`src/rtl/core/assert_macros.svh`:
```
// assertion macros shared by the rtl files
`ifndef ASSERT_MACROS_SVH
`define ASSERT_MACROS_SVH

// a holds in the same cycle as c
`define ASSERT_SAME(label, clk, rst, a, c) \
   label: assert property (@(posedge clk) disable iff (rst) (a) |-> (c)) \
      else $error("assertion failed: same-cycle implication");

// a in one cycle is followed by c in the next
`define ASSERT_NEXT(label, clk, rst, a, c) \
   label: assert property (@(posedge clk) disable iff (rst) (a) |=> (c)) \
      else $error("assertion failed: next-cycle implication");

`endif

```
`src/rtl/core/mpq_pkg.sv`:
```
// package: constants, types and helpers of the priority ready queue
package mpq_pkg;

   localparam int NUM_LEVELS  = 16;
   localparam int LEVEL_DEPTH = 16;
   localparam int PID_BITS    = 16;

   localparam int LVL_W  = $clog2(NUM_LEVELS);
   localparam int IDX_W  = $clog2(LEVEL_DEPTH);
   localparam int CNT_W  = $clog2(LEVEL_DEPTH + 1);
   localparam int ADDR_W = LVL_W + IDX_W;

   localparam logic MODE_ENQUEUE  = 1'b0;
   localparam logic MODE_DISPATCH = 1'b1;

   typedef struct packed {
      logic        mode;
      logic [15:0] pid;
      logic [3:0]  priority_req;
   } req_type;

   typedef struct packed {
      logic        out_valid;
      logic [15:0] out_pid;
      logic [3:0]  out_priority;
      logic        overflow;
   } rsp_type;

   typedef enum logic [2:0] {
      S_IDLE = 3'b001,
      S_EXEC = 3'b010,
      S_RESP = 3'b100
   } state_type;

   typedef struct packed {
      logic capture;
      logic execute;
      logic finish;
   } ctl_cmd_type;

   typedef struct packed {
      logic need_read;
   } dp_sts_type;

   // levels beyond the last one saturate to the top level
   function automatic logic [LVL_W-1:0] sat_level(input logic [3:0] p);
      logic [LVL_W-1:0] r;
      if (int'(p) >= NUM_LEVELS) begin
         r = LVL_W'(NUM_LEVELS - 1);
      end else begin
         r = LVL_W'(p);
      end
      return r;
   endfunction

   function automatic logic [IDX_W-1:0] next_idx(input logic [IDX_W-1:0] i);
      logic [IDX_W-1:0] r;
      if (i == IDX_W'(LEVEL_DEPTH - 1)) begin
         r = '0;
      end else begin
         r = i + 1'b1;
      end
      return r;
   endfunction

endpackage

```
`src/rtl/core/mpq_ctrl.sv`:
```
// controller state machine of the priority ready queue
`include "assert_macros.svh"

module mpq_ctrl
   import mpq_pkg::*;
(
   input  logic        clock,
   input  logic        reset,
   input  logic        start,
   output logic        busy,
   input  dp_sts_type  sts,
   output ctl_cmd_type cmd
);

   state_type state_ff, state_in;

   always_comb begin
      state_in    = state_ff;
      cmd         = '0;
      busy        = 1'b1;
      unique case (state_ff)
         S_IDLE: begin
            busy = 1'b0;
            if (start) begin
               cmd.capture = 1'b1;
               state_in    = S_EXEC;
            end
         end
         S_EXEC: begin
            cmd.execute = 1'b1;
            // only a dispatch that finds an item waits for the store read
            state_in = sts.need_read ? S_RESP : S_IDLE;
         end
         S_RESP: begin
            cmd.finish = 1'b1;
            state_in   = S_IDLE;
         end
         default: begin
            state_in = S_IDLE;
         end
      endcase
   end

   always_ff @(posedge clock) begin
      if (reset) begin
         state_ff <= S_IDLE;
      end else begin
         state_ff <= state_in;
      end
   end

   `ASSERT_NEXT(a_accept_to_exec, clock, reset, start && !busy, state_ff == S_EXEC)
   `ASSERT_NEXT(a_resp_to_idle, clock, reset, state_ff == S_RESP, state_ff == S_IDLE)

endmodule

```
`config.mk`:
```
export PLATFORM = sky130hd
export DESIGN_NAME = mpq_ctrl
export DESIGN_NICKNAME = d
export VERILOG_FILES = /design/src/rtl/core/mpq_pkg.sv /design/src/rtl/core/mpq_ctrl.sv
export VERILOG_INCLUDE_DIRS = /design/src /design/src/rtl/core
export SDC_FILE = /design/constraint.sdc
export NUM_CORES = 1
export LEC_CHECK = 0
export BUFFER_PORTS_ARGS = -buffer_cell sky130_fd_sc_hd__buf_2
export CAP_MARGIN = 20
export CORE_AREA = 3 3 40 42
export DETAILED_ROUTE_END_ITERATION = 10
export DIE_AREA = 0 0 43 45
export GPL_TIMING_DRIVEN = 0
export SLEW_MARGIN = 5
export SYNTH_ARGS = -nofsm -noshare
export SYNTH_HDL_FRONTEND = slang
export SYNTH_SLANG_ARGS = --single-unit
```
`constraint.sdc`:
```
create_clock -name clock -period 1.11 [get_ports clock]
set_clock_uncertainty 0.05 [all_clocks]
set_input_delay 0.333 -clock clock [delete_from_list [all_inputs] [get_ports clock]]
set_output_delay 0.333 -clock clock [all_outputs]
set_load 0.02 [all_outputs]
```
==> results of run 1 <==
==> worst max-delay path: stages (launching register included) <==
cell and delay [ns]:
dfxtp_2 0.31, or3b_4 0.40, nor2_4 0.09, buf_6 0.11
==> per-stage QoR <==
stage | total power, mW | area, µm² | instances | utilization, %
4_1_cts | 0.3851 | 260.3 | 42 | 20.25
6_report | 0.3703 | 260.3 | 42 | 20.25
2_1_floorplan | 0.1554 | 148.9 | 14 | -
3_5_place_dp | 0.1721 | 202.7 | 36 | 15.77
5_1_grt | 0.3915 | 260.3 | 42 | 20.25
3_3_place_gp | 0.1721 | 202.7 | 36 | 15.77
==> layout make-up <==
cell class / count / area share [%]
timing repair buffer: 9 / 22.60
clock buffer: 4 / 10.10
inverter: 1 / 1.442
sequential: 3 / 24.52
tap: 15 / 7.212
multi-input combinational: 10 / 34.13
==> routing by layer <==
metal	global-route usage, %	up-vias
li1	-	76
met1	5.755	65
met2	5.988	5
met3	0.3984	0
met4	7.229	0
met5	0	-
==> power by group <==
group          switching, mW  internal (mW)
registers            0.00318          0.115
logic                 0.0307         0.0347
clock network         0.0526          0.134
==> logic make-up after synthesis <==
group | after synthesis
compound gates | 1
buf+inv | 1
flops | 3
simple gates | 9
==> cells in the mapped netlist, drive strengths merged <==
cell   count  area (µm²)
nor3b      2       15.01
dfxtp      3       60.06
and3b      2       20.02
inv        1       3.750
and4b      1       11.26
or3b       1       8.760
nor2       2       10.01
and2       1       6.260
o21ai      1       5.000
==> how the worst min path moves through the flow <==
stage	startpoint	to	slack [ns]	depth (start not counted)
final	reset	state_ff[0]	0.27	3
after CTS	reset	state_ff[0]	0.26	3
after detailed placement	state_ff[2]	state_ff[0]	0.48	2
after floorplan	reset	state_ff[0]	0.40	2
after global placement	state_ff[2]	state_ff[0]	0.48	2
after global routing	reset	state_ff[0]	0.31	3
==> what timing repair did <==
item	CTS	global route
endpoints found under the setup margin	4	4
setup buffers	2	0
pin swaps	3	0
gates resized for setup	6	0
==> flow_metrics.env, run 1 <==
export IMPL_status="finished with violations"
export IMPL_violations="setup timing"
export IMPL_post_drt_via_cell_ratio=3.476
export IMPL_area_growth_pct=85.72
export IMPL_drc=0
export IMPL_worst_slew_pin_slew_ns=0.1512
export IMPL_postSynthAreaPerCell_um2=10.01
export IMPL_drive_gt1_share_pct=77.78
export IMPL_worstSetupPathType="register to primary output"
export IMPL_slew_headroom_pct=89.90
export IMPL_synth_top_family_by_area="simple AND/OR/NAND/NOR gates"
export IMPL_synth_fp_nets=18
export IMPL_synth_seq_area_share_pct=42.86
export IMPL_io_pins=8
export IMPL_wl_met3_um=22
export IMPL_yosysWarnings=0
export IMPL_fp_dieW_um=43
export IMPL_fillers=146
export IMPL_regMostFlops="state_ff"
export IMPL_critPathLaunch="state_ff[1]"
export IMPL_holdBufCountCts=0
export IMPL_multi_input_area_um2=88.84
export IMPL_cts_made_buffers=3
export IMPL_grt_max_degree=6
export IMPL_hold_viol=0
export IMPL_final_net_count=32
export IMPL_dr_wl_met2_um=169
export IMPL_io_buffers=7
export IMPL_drtIter0Drc=0
export IMPL_synth_compound_area_share_pct=3.571
export IMPL_clock_latency_ns=0.23
export IMPL_routed_wl_um=358
export IMPL_layout_common_cells="buf_2, clkbuf_4, buf_4, dfxtp_2, and3b_2"
export IMPL_numClockSinks=3
export IMPL_grt_pass1_vias=165
export IMPL_dr_pass1_iters=1
export IMPL_clockBufferDepth=2
export IMPL_powerDensity_nw_per_um2=1423
export IMPL_fin_ws_ns=-0.4179
export IMPL_path_clk_slew_ns=0.04
export IMPL_initial_core_util_pct=10.91
export IMPL_grt_overflow=0
export IMPL_finalSetupViolCount=4
export IMPL_cellLeakagePower_nw=0.1225
export IMPL_drtAntennaViolNets=0
export IMPL_r2r_end="state_ff[2]"
export IMPL_slew_viol_final=0
export IMPL_num_rows=13
export IMPL_groute_usage_overall_pct=4.738
export IMPL_hold_ws_ns=0.2695
export IMPL_tns_ns=-1.399
export IMPL_core_um2=1285
export IMPL_hold_path_class="input pin to register"
export IMPL_htreeDepth=1
export IMPL_min_period_ns=1.528
export IMPL_crit_required_ns=0.73
export IMPL_wl_met1_um=167
export IMPL_netlist_area_um2=140.1
export IMPL_reg2reg_slack_ns=0.15
export IMPL_r2r_start="state_ff[0]"
export IMPL_end_kind="primary output"
export IMPL_cts_root_buf="clkbuf_4"
export IMPL_synthAdderAreaFrac_pct=0
export IMPL_vias=146
export IMPL_synth_seq_cells=3
export IMPL_grt_setup_unrepaired="true"
export IMPL_largest_register_ffs=3
export IMPL_ir_drop_uv=292.5
export IMPL_die_area_um2=1935
export IMPL_cp_start_kind="register"
export IMPL_arrival_ns=1.14
export IMPL_fp_dieH_um=45
export IMPL_antenna_found_initial=0
export IMPL_syn_inst=14
export IMPL_reg2regPathDepth=3
export IMPL_synth_xor_area_share_pct=0
export IMPL_dpl_worst_slack_ns=-0.2747
export IMPL_grt_pass1_wl_um=607
export IMPL_post_drt_wl_per_cell_um=8.524
export IMPL_synth_simple_area_share_pct=50.89
export IMPL_antenna_cells=0
export IMPL_routabilityCongestion=0.6690
export IMPL_crit_path_end="cmd[2]"
export IMPL_largestRegisters="state_ff: 3 flops"
export IMPL_cts_tree="done"
export IMPL_critical_path_max_fanout=2
export IMPL_synthMuxAreaShare_pct=0
export IMPL_top_layer="met3"
export IMPL_synth_cell_types=10
export IMPL_min_period_over_period_pct=137.6
export IMPL_seq_area_um2=63.81
export IMPL_final_common_cell="buf_2"
export IMPL_fmax_mhz=654.5
export IMPL_maxCapViolCount=0
Note: power is estimated with default switching activity, not from simulation.
==> run 2: changes to the inputs <==
Settings changed: SETUP_SLACK_MARGIN set to 0.3.
==> run 2 against run 1 <==
Compared with the run above:
- the run still ends with setup timing left
- combinational power up 6.3%
- hold slack worse by 0.016 ns
- first-iteration DRC count is the same
- non-clock buffer count unchanged
- sequential share of layout area down 1.0 points
- design area rose by 4.3%
- final cell count is the same
- via count up 1.4%
- sequential power is essentially flat
- count of clock-buffer cells in the layout stayed put
- core utilization increased by 0.88 points
- critical path type unchanged
==> flow_metrics.env, run 2 (synthesized netlist as in run 1, its figures left out) <==
export IMPL_num_rows=13
export IMPL_hold_viol=0
export IMPL_dpl_worst_slack_ns=-0.2782
export IMPL_die_area_um2=1935
export IMPL_r2r_start="state_ff[0]"
export IMPL_drive_gt1_share_pct=85.19
export IMPL_fin_cells=42
export IMPL_cts_made_buffers=3
export IMPL_critPathLaunch="state_ff[1]"
export IMPL_powerDensity_nw_per_um2=1383
export IMPL_routed_wl_um=394
export IMPL_reg2regPathDepth=3
export IMPL_antenna_cells=0
export IMPL_cts_tree="done"
export IMPL_drtAntennaViolNets=0
export IMPL_io_buffers=7
export IMPL_post_drt_wl_per_cell_um=9.381
export IMPL_drc=0
export IMPL_hold_path_class="input pin to register"
export IMPL_placed_cells=36
export IMPL_cts_root_buf="clkbuf_4"
export IMPL_ir_drop_uv=202.5
export IMPL_drtIter0Drc=0
export IMPL_antenna_found_initial=0
export IMPL_groute_usage_overall_pct=4.655
export IMPL_core_um2=1285
export IMPL_top_layer="met3"
export IMPL_grt_pass1_vias=175
export IMPL_regMostFlops="state_ff"
export IMPL_crit_required_ns=0.73
export IMPL_dr_wl_met2_um=215
export IMPL_cellLeakagePower_nw=0.1243
export IMPL_maxCapViolCount=0
export IMPL_slew_viol_final=0
export IMPL_critical_path_max_fanout=2
export IMPL_status="finished with violations"
export IMPL_grt_overflow=0
export IMPL_worst_slew_pin_slew_ns=0.1796
export IMPL_crit_path_end="cmd[2]"
export IMPL_end_kind="primary output"
export IMPL_min_period_ns=1.537
export IMPL_reg2reg_slack_ns=0.15
export IMPL_wl_met3_um=14
export IMPL_largest_register_ffs=3
export IMPL_clock_latency_ns=0.23
export IMPL_io_pins=8
export IMPL_routabilityCongestion=0.7017
export IMPL_worstSetupPathType="register to primary output"
export IMPL_initial_core_util_pct=10.91
export IMPL_cp_start_kind="register"
export IMPL_fmax_mhz=650.8
export IMPL_dr_pass1_iters=1
export IMPL_vias=148
export IMPL_grt_setup_unrepaired="true"
export IMPL_grt_max_degree=6
export IMPL_area_growth_pct=93.75
export IMPL_numClockSinks=3
export IMPL_finish_utilization_pct=21.13
export IMPL_path_clk_slew_ns=0.04
export IMPL_fillers=148
export IMPL_grt_pass1_wl_um=614
export IMPL_fp_dieH_um=45
export IMPL_htreeDepth=1
export IMPL_wl_met1_um=164
export IMPL_fin_ws_ns=-0.4266
export IMPL_clockBufferDepth=2
export IMPL_r2r_end="state_ff[2]"
export IMPL_layout_common_cells="buf_2, buf_4, clkbuf_4, dfxtp_2"
export IMPL_slew_headroom_pct=87.98
export IMPL_final_net_count=32
export IMPL_min_period_over_period_pct=138.4
export IMPL_holdBufCountCts=0
export IMPL_post_drt_via_cell_ratio=3.524
export IMPL_finalSetupViolCount=4
export IMPL_fp_dieW_um=43
export IMPL_p_total_mw=0.3756
export IMPL_largestRegisters="state_ff: 3 flops"
export IMPL_arrival_ns=1.15
export IMPL_violations="setup timing"
## run 2: worst min-delay path by stage
stage / slack (ns) / end / depth (start not counted) / start
floorplan: 0.40 / state_ff[0] / 2 / reset
global placement: 0.49 / state_ff[0] / 2 / state_ff[2]
detailed placement: 0.49 / state_ff[0] / 2 / state_ff[2]
CTS: 0.25 / state_ff[0] / 3 / reset
global route: 0.29 / state_ff[0] / 3 / reset
finish: 0.25 / state_ff[0] / 3 / reset
## run 2: report_power, final
part,total (mW),switching (mW),internal (mW)
logic,0.0695,0.0332,0.0363
clock network,0.188,0.0536,0.135
registers,0.118,0.00336,0.115
## run 2: per-layer routing
metal | global-route usage, % | up-vias
met5 | 0 | -
met4 | 7.229 | 0
met3 | 0 | 0
met2 | 6.287 | 4
met1 | 5.516 | 69
li1 | - | 75
## run 2: layout make-up
| class | instances | area, µm² | area share (%) |
|---|---|---|---|
| Clock buffer | 4 | 26.28 | 9.677 |
| Inverter | 1 | 3.754 | 1.382 |
| Multi-Input combinational cell | 10 | 97.59 | 35.94 |
| Sequential cell | 3 | 63.81 | 23.50 |
| Tap cell | 15 | 18.77 | 6.912 |
| Timing Repair Buffer | 9 | 61.31 | 22.58 |
## run 2: critical path: stages (launching register included)
cell     delay [ns]
dfxtp_2        0.31
or3b_4         0.40
nor2_4         0.09
buf_6          0.12
## run 2: metrics by stage
step | cell area [µm²] | hold WS, ns | TNS, ns
final | 271.5 | 0.2531 | -1.382
after global routing | 271.5 | 0.2889 | -1.542
after CTS | 260.3 | 0.2509 | -1.492
after detailed placement | 202.7 | 0.4900 | -0.5334
after global placement | 202.7 | 0.4892 | -0.5068
after floorplan | 148.9 | 0.3953 | -0.5607
## run 2: what timing repair did
| item | 4_1_cts | 5_1_grt |
|---|---|---|
| endpoints found under the hold margin | 0 | 0 |
| gates resized for setup | 6 | 4 |
| pin swaps | 2 | 1 |
| gates cloned | 0 | 0 |
| setup buffers | 2 | 0 |
| setup endpoints to repair | 7 | 7 |
